### src/sv/nfha_pkg.sv
// -----------------------------------------------------------------------------
// nfha_pkg
// Shared widths, heap constants and types of the next-fit heap allocator.
// -----------------------------------------------------------------------------
package nfha_pkg;

   localparam int ADDR_W = 16;
   localparam int SIZE_W = 16;
   localparam int SUM_W  = 18;

   localparam logic [SUM_W-1:0] HEAP_BYTES   = 18'd65536;
   localparam logic [SUM_W-1:0] HEADER_BYTES = 18'd16;

   localparam logic ACT_ALLOC = 1'b0;
   localparam logic ACT_FREE  = 1'b1;

   typedef logic [ADDR_W-1:0] addr_type;
   typedef logic [SIZE_W-1:0] size_type;
   typedef logic [SUM_W-1:0]  sum_type;

   typedef struct packed {
      logic     used;
      size_type size;
   } header_type;

   typedef struct packed {
      logic       rd_en;
      logic       wr_en;
      addr_type   addr;
      header_type wdata;
   } mem_req_type;

   typedef struct packed {
      logic     valid;
      addr_type payload_address;
      logic     success;
   } result_type;

endpackage

### src/sv/nfha_req_if.sv
// -----------------------------------------------------------------------------
// nfha_req_if
// Request channel: allocate or free word with valid/ready handshake.
// -----------------------------------------------------------------------------
interface nfha_req_if
   import nfha_pkg::*;
   ();
   logic     valid;
   logic     ready;
   logic     action;
   size_type request_size;
   addr_type free_address;

   modport source (output valid, output action, output request_size,
                   output free_address, input ready);
   modport sink   (input valid, input action, input request_size,
                   input free_address, output ready);
endinterface

### src/sv/nfha_ctrl.sv
// -----------------------------------------------------------------------------
// nfha_ctrl
// Sequencer: clearing pass, header chain walk, split and free updates.
// -----------------------------------------------------------------------------
module nfha_ctrl
   import nfha_pkg::*;
   (
   input  logic        clock,
   input  logic        reset,
   nfha_req_if.sink    req,
   output mem_req_type mem_req,
   input  header_type  mem_rdata,
   output result_type  result,
   input  logic        result_ready
   );

   localparam logic [2:0] S_CLEAR   = 3'd0;
   localparam logic [2:0] S_IDLE    = 3'd1;
   localparam logic [2:0] S_START   = 3'd2;
   localparam logic [2:0] S_WALK    = 3'd3;
   localparam logic [2:0] S_FIT     = 3'd4;
   localparam logic [2:0] S_HDR     = 3'd5;
   localparam logic [2:0] S_FREE_WR = 3'd6;
   localparam logic [2:0] S_OUT     = 3'd7;

   logic [2:0] state_ff, state_in;
   addr_type   clr_cnt_ff, clr_cnt_in;
   addr_type   ptr_ff, ptr_in;
   addr_type   u_ff, u_in;
   size_type   req_ff, req_in;
   size_type   size_ff, size_in;
   size_type   final_ff, final_in;
   logic       split_ff, split_in;
   addr_type   res_addr_ff, res_addr_in;
   logic       res_ok_ff, res_ok_in;

   sum_type  u_ext, req_ext, size_ext, final_ext;
   sum_type  start_sum, walk_next, walk_sum, fit_end;
   size_type diff;
   logic     skip;
   logic     accept;

   assign u_ext     = {2'b00, u_ff};
   assign req_ext   = {2'b00, req_ff};
   assign size_ext  = {2'b00, mem_rdata.size};
   assign final_ext = {2'b00, final_ff};
   assign start_sum = u_ext + size_ext + req_ext + (HEADER_BYTES << 1);
   assign walk_next = u_ext + HEADER_BYTES + size_ext;
   assign walk_sum  = walk_next + req_ext;
   assign fit_end   = u_ext + HEADER_BYTES + final_ext;
   assign diff      = mem_rdata.size - req_ff;
   assign skip      = (mem_rdata.size != '0) &&
                      ((mem_rdata.size < req_ff) || mem_rdata.used);

   assign req.ready = (state_ff == S_IDLE);
   assign accept    = req.valid && req.ready;

   assign result.valid           = (state_ff == S_OUT);
   assign result.payload_address = res_addr_ff;
   assign result.success         = res_ok_ff;

   always_comb begin
      state_in    = state_ff;
      clr_cnt_in  = clr_cnt_ff;
      ptr_in      = ptr_ff;
      u_in        = u_ff;
      req_in      = req_ff;
      size_in     = size_ff;
      final_in    = final_ff;
      split_in    = split_ff;
      res_addr_in = res_addr_ff;
      res_ok_in   = res_ok_ff;
      mem_req     = '0;

      unique case (state_ff)
         S_CLEAR: begin
            mem_req.wr_en = 1'b1;
            mem_req.addr  = clr_cnt_ff;
            clr_cnt_in    = clr_cnt_ff + 1'b1;
            if (clr_cnt_ff == '1) begin
               state_in = S_IDLE;
            end
         end
         S_IDLE: begin
            if (accept) begin
               res_addr_in = '0;
               res_ok_in   = 1'b0;
               if (req.action == ACT_ALLOC) begin
                  mem_req.rd_en = 1'b1;
                  mem_req.addr  = ptr_ff;
                  u_in          = ptr_ff;
                  req_in        = req.request_size;
                  state_in      = S_START;
               end else if ({2'b00, req.free_address} < HEADER_BYTES) begin
                  state_in = S_OUT;
               end else begin
                  mem_req.rd_en = 1'b1;
                  mem_req.addr  = req.free_address - HEADER_BYTES[ADDR_W-1:0];
                  u_in          = req.free_address - HEADER_BYTES[ADDR_W-1:0];
                  state_in      = S_FREE_WR;
               end
            end
         end
         S_START: begin
            if (start_sum >= HEAP_BYTES) begin
               state_in = S_OUT;
            end else begin
               state_in = S_WALK;
            end
         end
         S_WALK: begin
            if (skip) begin
               if (walk_sum >= HEAP_BYTES) begin
                  state_in = S_OUT;
               end else begin
                  mem_req.rd_en = 1'b1;
                  mem_req.addr  = walk_next[ADDR_W-1:0];
                  u_in          = walk_next[ADDR_W-1:0];
               end
            end else begin
               size_in  = mem_rdata.size;
               state_in = S_FIT;
               if (mem_rdata.size == '0) begin
                  final_in = req_ff;
                  split_in = 1'b0;
               end else if ({2'b00, diff} > (HEADER_BYTES + 1'b1)) begin
                  final_in = req_ff;
                  split_in = 1'b1;
               end else begin
                  final_in = mem_rdata.size;
                  split_in = 1'b0;
               end
            end
         end
         S_FIT: begin
            if ((fit_end + HEADER_BYTES) > HEAP_BYTES) begin
               state_in = S_OUT;
            end else if (split_ff) begin
               mem_req.wr_en      = 1'b1;
               mem_req.addr       = u_ff + HEADER_BYTES[ADDR_W-1:0] + req_ff;
               mem_req.wdata.used = 1'b0;
               mem_req.wdata.size = size_ff - req_ff - HEADER_BYTES[SIZE_W-1:0];
               state_in           = S_HDR;
            end else begin
               state_in = S_HDR;
            end
         end
         S_HDR: begin
            mem_req.wr_en      = 1'b1;
            mem_req.addr       = u_ff;
            mem_req.wdata.used = 1'b1;
            mem_req.wdata.size = final_ff;
            ptr_in             = fit_end[ADDR_W-1:0];
            res_addr_in        = u_ff + HEADER_BYTES[ADDR_W-1:0];
            res_ok_in          = 1'b1;
            state_in           = S_OUT;
         end
         S_FREE_WR: begin
            mem_req.wr_en      = 1'b1;
            mem_req.addr       = u_ff;
            mem_req.wdata.used = 1'b0;
            mem_req.wdata.size = mem_rdata.size;
            ptr_in             = u_ff;
            res_addr_in        = '0;
            res_ok_in          = 1'b1;
            state_in           = S_OUT;
         end
         S_OUT: begin
            if (result_ready) begin
               state_in = S_IDLE;
            end
         end
         default: begin
            state_in = S_IDLE;
         end
      endcase
   end

   always_ff @(posedge clock) begin
      if (reset) begin
         state_ff   <= S_CLEAR;
         clr_cnt_ff <= '0;
         ptr_ff     <= '0;
      end else begin
         state_ff   <= state_in;
         clr_cnt_ff <= clr_cnt_in;
         ptr_ff     <= ptr_in;
      end
   end

   always_ff @(posedge clock) begin
      u_ff        <= u_in;
      req_ff      <= req_in;
      size_ff     <= size_in;
      final_ff    <= final_in;
      split_ff    <= split_in;
      res_addr_ff <= res_addr_in;
      res_ok_ff   <= res_ok_in;
   end

endmodule

### src/flat_wrapper.sv
// flat-port wrapper written by rule: the top's interface ports become plain ports
module nfha_ctrl_flat import nfha_pkg::*;
  (clock, reset, mem_req, mem_rdata, result, result_ready, req_valid, req_action, req_request_size, req_free_address, req_ready);
  nfha_req_if req_i ();
  input  logic clock;
  input  logic reset;
  output mem_req_type mem_req;
  input  header_type mem_rdata;
  output result_type result;
  input  logic result_ready;
  input wire logic [$bits(req_i.valid)-1:0] req_valid;
  input wire logic [$bits(req_i.action)-1:0] req_action;
  input wire logic [$bits(req_i.request_size)-1:0] req_request_size;
  input wire logic [$bits(req_i.free_address)-1:0] req_free_address;
  output wire logic [$bits(req_i.ready)-1:0] req_ready;
  assign req_i.valid = req_valid;
  assign req_i.action = req_action;
  assign req_i.request_size = req_request_size;
  assign req_i.free_address = req_free_address;
  assign req_ready = req_i.ready;
  nfha_ctrl u_core (.clock(clock), .reset(reset), .req(req_i), .mem_req(mem_req), .mem_rdata(mem_rdata), .result(result), .result_ready(result_ready));
endmodule
### config.mk
export PLATFORM = sky130hd
export DESIGN_NAME = nfha_ctrl_flat
export DESIGN_NICKNAME = d
export VERILOG_FILES = /design/src/sv/nfha_pkg.sv /design/src/sv/nfha_req_if.sv /design/src/sv/nfha_ctrl.sv /design/src/flat_wrapper.sv
export SDC_FILE = /design/constraint.sdc
export NUM_CORES = 1
export LEC_CHECK = 0
export BUFFER_PORTS_ARGS = -buffer_cell sky130_fd_sc_hd__buf_2
export CAP_MARGIN = 20
export CORE_MARGIN = 2
export CORE_UTILIZATION = 56
export CTS_CLUSTER_SIZE = 14
export DETAILED_ROUTE_END_ITERATION = 16
export MAX_ROUTING_LAYER = met4
export PLACE_DENSITY = 0.79
export SLEW_MARGIN = 15
export SYNTH_ARGS = -nofsm -noshare
export SYNTH_HDL_FRONTEND = slang
export SYNTH_SLANG_ARGS = --single-unit
### constraint.sdc
create_clock -name clock -period 4.99 [get_ports clock]
set_input_delay 0.499 -clock clock [delete_from_list [all_inputs] [get_ports clock]]
set_output_delay 0.499 -clock clock [all_outputs]
set_load 0.05 [all_outputs]
# Word level (Yosys, flattened, before mapping)
# Cells that the tools add are included.
# op_classes
n_bitwise	2
shifts	0
reduce_logical	18
div	0
mux	40
n_mul	0
add_sub_neg	15
order_cmp	6
n_eq_ne	15
# ops
cell	count
two-way mux 16 bit	13
one-hot mux 16 bit (5 select lines)	1
adder 18 x 16 -> 18 bit	4
two-way mux 34 bit	2
one-hot mux 16 bit (2 select lines)	2
one-hot mux 17 bit (3 select lines)	1
one-hot mux 16 bit (3 select lines)	1
>= comparator 18 x 17 -> 1 bit (second input constant)	2
subtractor 16 bit	2
subtractor 16 x 5 -> 16 bit (second input constant)	2
two-way mux 3 bit	7
one-hot mux 3 bit (7 select lines)	1
adder 18 x 5 -> 18 bit (second input constant)	1
adder 18 x 6 -> 18 bit (second input constant)	1
greater-than comparator 18 x 17 -> 1 bit (second input constant)	1
adder 16 x 16 -> 17 bit	1
adder 16 x 5 -> 17 bit (second input constant)	1
adder 16 x 1 -> 16 bit (second input constant)	1
adder 16 bit	1
adder 16 x 5 -> 16 bit (second input constant)	1
equality test 16 bit (second input constant)	1
greater-than comparator 16 x 5 -> 1 bit (second input constant)	1
logical NOT 16 bit	1
< comparator 16 bit	1
other kinds (23)	46
# word_totals
regBits	117
latchBits	0
ram_bits	0
mem_bits_ro	0
out_inout_bits	54
word_cells	106
in_bits	54
n_memories	0

# Depth between registers and ports, before layout
# Gate-level depths: netlist (run 1).
# logic_depth
word_depth	7
depth_mapped	23
mapped_depth_nobuf	22

# Least setup slack after synthesis (run 1)
# OpenSTA, ideal clock, no wires.
# synth_timing
kind	flip-flop to output port
startpoint	reg u_core.u_ff[4]
endpoint	out mem_req[19] (netlist name)
setup_slack_ns	-0.319
n_path_buf	1
arrival_time_ns	4.810
path_stages_with_launch	20
cell_sequence	edfxtp_1 > ha_1 > xor2_1 > ha_1 > or3_1 > o22a_1 > o21ai_1 > o21ai_0 > a31o_2 > a21oi_1 > xnor2_1 > ha_1 > o2111ai_1 > and3_1 > a21oi_1 > nand2_1 > or3_1 > a311oi_2 > buf_4 > a221o_1
# synth_lines
item	line	text
start: declaration	nfha_ctrl.sv:29	addr_type u_ff, u_in;
start signal: assignment	nfha_ctrl.sv:192	u_ff <= u_in;
end: declaration	flat_wrapper.sv:7	output mem_req_type mem_req;

==> results.py, run 1 <==
metrics = {
    "timing": {
        "fin_skew_ps": 10.1,
        "hold_viol_final": 0,
        "period_minus_slack_ps": 5810,
        "worst_pin_slew_ps": 1060,
        "report.final.setup_viol": 33,
        "worst_slack_ps": -819,
        "rsz0062_at_grt": "true",
        "slew_headroom_pct": 29.1,
        "max_freq_ghz": 0.172,
        "drv_slew": 0,
        "finalCritPeriodShare_pct": 116,
    },
    "global_route": {
        "grt_first_pass_wirelength_um": 57700,
        "grt_busiest_layer": "met2",
        "grt.total_usage_pct": 35.6,
        "grtUsageMet1_pct": 46.3,
        "grt_pass1_vias": 10600,
        "grt_overflow": 0,
        "grt_antenna_before_repair": 0,
        "globalRouteMet3Util_pct": 5.63,
        "grt_max_degree": 44,
        "gr-usage-met2_pct": 53.9,
    },
    "yosys": {
        "async_flop_share_pct": 0,
        "synth_area_per_cell_sq_um": 8.91,
        "yosysTopAreaCell": "edfxtp_1",
        "yosysTopAreaCellShare_pct": 21.7,
        "synth_area_sq_um": 11400,
        "synth-seq-area-share_pct": 27.8,
        "synth_area_leaders": "edfxtp_1 22%, ha_1 17%, dfxtp_1 6.2%",
        "syn-num-nets": 1489,
        "synth_warnings": 0,
        "synth_edf_count": 82,
        "netlist_instances": 1275,
        "synth.distinct_cells": 86,
        "ys_ff_latch": 117,
        "synth_flop_cell": "edfxtp_1",
    },
    "die": {
        "rows": 52,
        "fp.coreArea_sq_um": 20000,
        "die_area_sq_um": 21400,
        "start_util_pct": 56.7,
        "die_w_um": 146,
        "fp.dieH_um": 146,
        "pin_count": 108,
    },
    "final_layout": {
        "n_antenna_cell": 0,
        "stdcell_area_sq_um": 14200,
        "nNetsFinal": 1711,
        "n_fill_cell": 1621,
        "final_core_util_pct": 71.0,
        "layout_common_cells": "151 x ha_1, 128 x buf_4, 88 x inv_1",
        "layout_commonest_cell": "ha_1",
        "area_growth_pct": 25.2,
        "layout-drive-gt1-share_pct": 25.1,
    },
    "place": {
        "hpwl_um": 28300,
        "place_area_sq_um": 12900,
        "portBuffers": 107,
        "post-place-ws_ps": -486,
        "routabilityCongestion": 1.00,
    },
    "clock_network": {
        "numCtsBuffers": 17,
        "htreeDepth": 4,
        "clkLatencyLatePin_ps": 430,
        "clockBufferDepth": 2,
        "cts_hold_buf": 0,
        "clk_pin_slew_ps": 70,
        "clock-root-buffer": "clkbuf_16",
        "cts_tree": "done",
        "cts_sinks": 117,
    },
    "route": {
        "post-route-drc-count": 0,
        "drt-total-wl_um": 38200,
        "vias_per_cell": 6.39,
        "vias": 11400,
        "drt-pass1-iter-count": 8,
        "drt-initial-drc-count": 1267,
        "wl_per_cell_um": 21.4,
        "ant_nets": 0,
    },
    "setup_path": {
        "cp_top_family": "compound AO/OA/AOI/OAI gates",
        "critPathSlowestCell": "edfxtp_1",
        "rr_worst_depth": 25,
        "cp_max_fo": 10,
        "r2r_setup_slack_ps": -90,
        "cp-start-kind": "flop",
        "cp_num_buf_inv": 5,
        "worst_ep_required_time_ps": 4490,
        "slowest_delay_ps": 400,
        "timing.rr.end": "u_core.u_ff[11]",
        "crit_chain": "ha_2 -> xor2_2 -> ha_2 -> or3_4 -> o22a_1 -> o21ai_4 -> o21ai_4 -> buf_4 -> and3_4 -> nor2_4 -> xnor2_2 -> ha_1 -> a21oi_2 -> nand3_1 -> a211oi_2 -> a21oi_2 -> nor2b_2 -> a211oi_2 -> buf_4 -> a311oi_4 -> buf_6 -> buf_12 -> a221o_2 -> buf_8",
        "critPathKind": "reg2out",
        "rr_startpoint": "u_core.u_ff[5]",
        "cp.arrival_ps": 5310,
        "cp-end-kind": "output port",
    },
    "min_path": {
        "hp-class": "in2reg",
        "worstHoldEndpoint": "u_core.req_ff[13]",
        "hp-start": "req_request_size[13]",
        "hold_depth": 1,
    },
    "power": {
        "finalPower_mw": 2.86,
        "powerDensity_nw_per_um2": 201,
        "leakagePower_nw": 6.24,
        "ir_drop_mv": 0.193,
    },
    "flow_run": {
        "max_cap_violations": 0,
    },
    "status": {
        "violations": "negative setup slack",
        "status": "finished with violations",
    },
}
-- synthesized netlist by cell type, types with 21 or more instances --
master    count
a31oi_1      22
xnor2_1      58
nor3_1       23
dfxtp_1      35
a21oi_1      89
nand3_1      29
a22oi_1      31
nor2_1       93
o21ai_0      74
xor2_1       42
inv_1        88
nor2b_1      21
clkbuf_1     29
edfxtp_1     82
nand2_1      77
a21o_1       33
ha_1        153
-- registers in the layout, summed over array words and instances, names as in the netlist --
signal / cells
u_core.clr_cnt_ff: 16
u_core.final_ff: 16
u_core.ptr_ff: 16
u_core.req_ff: 16
u_core.res_addr_ff: 16
u_core.res_ok_ff: 1
u_core.size_ff: 16
u_core.split_ff: 1
u_core.state_ff: 3
u_core.u_ff: 16
-- per-layer routing --
layer  vias to the layer above  wire length (um)
met5                         -                 0
met4                         0              2110
met3                       141              3500
met2                       641             17000
met1                      5318             15600
li1                       5272                 -
-- report_power, final --
group          switching (mW)  leakage [nW]  internal, mW
registers             0.00356          1.02          1.03
clock network           0.506         0.318         0.848
logic                   0.252          4.90         0.214
total                   0.761          6.24          2.10
-- stage by stage --
| step | std cells | hold slack, ps | setup TNS, ps |
|---|---|---|---|
| floorplan | 1275 | 480 | 0 |
| global placement | 1715 | 494 | -4440 |
| detailed placement | 1715 | 496 | -10900 |
| CTS | 1773 | 235 | -10050 |
| global route | 1780 | 231 | -19390 |
| finish | 1780 | 244 | -14510 |
-- worst max path at each step --
stage	startpoint	end	cells after the start
after floorplan	u_core.u_ff[4]	mem_req[19]	21
after global placement	mem_rdata[0]	mem_req[19]	21
after detailed placement	mem_rdata[0]	mem_req[26]	21
after CTS	u_core.u_ff[5]	mem_req[28]	29
after global routing	u_core.u_ff[4]	mem_req[24]	25
final	u_core.u_ff[5]	mem_req[19]	24
-- logic make-up (layout without fill, tap and decap cells) --
family / Yosys count / count (layout) / synth area share, %
adders and majority gates: 160 / 160 / 18.1
muxes: 21 / 21 / 2.04
buffers and inverters: 127 / 362 / 4.56
AOI/OAI and AO/OA: 397 / 397 / 24.1
and+or+nand+nor: 353 / 353 / 15.7
xor gates and xnor gates: 100 / 100 / 7.71
DFF: 117 / 117 / 27.8
-- area by class of cell --
| class | count | area [sq um] | area share [%] |
|---|---|---|---|
| multi-input combinational | 1031 | 7990 | 56.1 |
| tap | 270 | 338 | 2.37 |
| inverter | 89 | 334 | 2.35 |
| timing repair buffer | 241 | 1760 | 12.4 |
| clock buffer | 22 | 518 | 3.64 |
| clock inverter | 10 | 128 | 0.897 |
| sequential | 117 | 3160 | 22.2 |
-- repair_timing --
action | 4_1_cts | 5_1_grt
resized for setup | 72 | 35
endpoints found under the setup margin | 42 | 50
gates cloned | 1 | 2
pin swaps | 9 | 9
setup buffers | 25 | 5
Power figures use the tool's default switching activity.
==> inputs of run 2 (changes only) <==
CORE_UTILIZATION = 40   (was 56)
PLACE_DENSITY = not set   (was 0.79)
clock period = 6.5 ns   (was 4.99 ns; I/O delays follow)
==> run 2 against run 1 <==
Combinational power down 42%. Sequential share of layout area up 2.0 points. Flip-flop and latch count unchanged. Clock skew increased by 5.1 ps. The run now ends clean. Cell count fell by 0.11%. Critical path depth is 1 lower. Die area grew 39%. Via count shrank 8.6%. Register-to-register slack better by 1100 ps. First-iteration DRC count is 24% lower. Hold slack improved by 150 ps. Setup slack improved by 1100 ps.
==> results.py, run 2 (synthesis gave the netlist of run 1 again) <==
metrics = {
    "flow_run": {
        "max_cap_violations": 0,
    },
    "die": {
        "fp.dieH_um": 173,
        "die_area_sq_um": 29800,
        "rows": 61,
        "fp.coreArea_sq_um": 27900,
        "die_w_um": 173,
        "start_util_pct": 40.8,
        "pin_count": 108,
    },
    "final_layout": {
        "layout_commonest_cell": "ha_1",
        "area_growth_pct": 14.8,
        "n_antenna_cell": 0,
        "layout-drive-gt1-share_pct": 15.9,
        "nNetsFinal": 1601,
        "layout_common_cells": "153 x ha_1, 107 x buf_2, 90 x nor2_1",
        "final_core_util_pct": 46.8,
    },
    "power": {
        "p_sw_share_pct": 29.0,
        "finalPower_mw": 2.00,
        "leakagePower_nw": 5.60,
        "seq_power_share_pct": 39.9,
        "combPwrFrac_pct": 13.6,
        "powerDensity_nw_per_um2": 153,
        "p_switching_uw": 579,
        "p_int_mw": 1.42,
        "power_frac_clock_pct": 46.5,
        "ir_drop_mv": 0.137,
    },
    "timing": {
        "fin_setup_tns_ps": 0,
        "rsz0062_at_grt": "false",
        "worst_pin_slew_ps": 999,
        "drv_slew": 0,
        "max_freq_ghz": 0.161,
        "finalCritPeriodShare_pct": 95.8,
        "holdWs_ps": 396,
        "slew_headroom_pct": 33.2,
        "hold_viol_final": 0,
        "fin_skew_ps": 15.2,
        "report.final.setup_viol": 0,
        "period_minus_slack_ps": 6230,
    },
    "route": {
        "post-route-drc-count": 0,
        "ant_nets": 0,
        "vias": 10400,
        "drt-total-wl_um": 37900,
        "drt-initial-drc-count": 965,
        "dr.max_layer_used": "met4",
        "vias_per_cell": 5.85,
        "drt-pass1-iter-count": 5,
        "wl_met3_um": 2220,
        "dr_wl_met2_um": 17500,
        "wl_met1_um": 17600,
        "wl_per_cell_um": 21.3,
    },
    "setup_path": {
        "rr_worst_depth": 22,
        "worst_ep_required_time_ps": 5850,
        "cp.arrival_ps": 5580,
        "cp-end-kind": "output port",
        "r2r_setup_slack_ps": 1000,
        "cp-start-kind": "flop",
        "timing.rr.end": "u_core.u_ff[5]",
        "cp_max_fo": 19,
        "critPathKind": "reg2out",
        "rr_startpoint": "u_core.u_ff[7]",
    },
    "place": {
        "routabilityCongestion": 0.931,
        "portBuffers": 107,
        "hpwl_um": 29400,
    },
    "clock_network": {
        "htreeDepth": 4,
        "cts_sinks": 117,
        "cts_tree": "done",
        "cts_hold_buf": 0,
        "clkLatencyLatePin_ps": 430,
        "clk_pin_slew_ps": 60,
        "clockBufferDepth": 2,
        "clock-root-buffer": "clkbuf_16",
        "numCtsBuffers": 17,
    },
    "global_route": {
        "grt_first_pass_wirelength_um": 58400,
        "grt.total_usage_pct": 25.9,
        "grt_pass1_vias": 9714,
        "grt_overflow": 0,
        "grt_max_degree": 45,
        "grt_antenna_before_repair": 0,
    },
    "min_path": {
        "hp-start": "req_request_size[9]",
        "worstHoldEndpoint": "u_core.req_ff[9]",
        "hp-class": "in2reg",
        "hold_depth": 1,
    },
    "status": {
        "status": "complete, no violations",
    },
}
run 2: cell types whose count changed in the layout (fill, tap and decap cells not counted), moves of 6 or more:
cell,before,now
buf_4,128,22
buf_8,7,1
a21oi_2,7,1
a221o_2,16,0
buf_6,14,1
a21oi_1,82,88
buf_2,87,107
a221o_1,3,19
run 2: worst max path at each step:
| stage | from | endpoint | slack (ps) | cells after the start |
|---|---|---|---|---|
| floorplan | u_core.u_ff[4] | mem_req[19] | 1040 | 19 |
| global placement | u_core.u_ff[6] | mem_req[29] | 480 | 24 |
| detailed placement | u_core.u_ff[6] | mem_req[30] | 410 | 24 |
| CTS | u_core.u_ff[4] | mem_req[21] | 10 | 23 |
| global route | u_core.u_ff[5] | mem_req[28] | 20 | 20 |
| finish | u_core.u_ff[5] | mem_req[21] | 270 | 23 |
run 2: final cells by class:
type                            count  area, sq um
Fill cell                        2722        14800
Clock buffer                       18          450
Timing Repair Buffer              131          727
Inverter                           89          334
Tap cell                          378          473
Clock inverter                     14          114
Sequential cell                   117         3160
Multi-Input combinational cell   1031         7780
run 2: power by group through the flow:
stage	Combinational [mW]	Sequential, mW	Clock (mW)
5_1_grt	0.300	0.797	0.970
4_1_cts	0.267	0.797	0.938
6_report	0.272	0.797	0.930
3_5_place_dp	0.265	0.813	0
2_1_floorplan	0.177	0.812	0
3_3_place_gp	0.263	0.813	0
run 2: metrics by stage:
step / area, sq um / setup slack, ps / std cells
4_1_cts: 12900 / 9.90 / 1764
3_5_place_dp: 12300 / 412 / 1732
6_report: 13000 / 273 / 1778
3_3_place_gp: 12300 / 480 / 1731
2_1_floorplan: 11400 / 1040 / 1275
5_1_grt: 13000 / 18.2 / 1778
run 2: worst max-delay path, stage by stage, from the launching register on:
cell,delay (ps)
edfxtp_1,450
ha_1,300
nand3_1,170
xnor2_2,370
ha_1,370
a21o_1,190
a21o_1,180
nand3_1,80
nand2_1,60
a21o_1,190
nor2_1,110
xnor2_1,190
ha_1,320
a21oi_1,180
nand3_1,120
a211oi_1,240
a21oi_1,170
nor2b_1,170
mux2_2,260
nand2_1,90
a311oi_2,110
buf_6,220
a221o_1,370
buf_2,220
run 2: routing by layer:
layer | vias to the layer above | global-route usage [%]
met4 | 0 | 6.05
met2 | 347 | 40.4
met3 | 38 | 3.34
met1 | 4979 | 35.6
met5 | - | -
li1 | 5032 | -
run 2: timing repair:
action,4_1_cts,5_1_grt
pin swaps,0,1
resized for setup,2,12
setup endpoints to repair,17,17
endpoints found under the hold margin,0,0
setup buffers,0,14
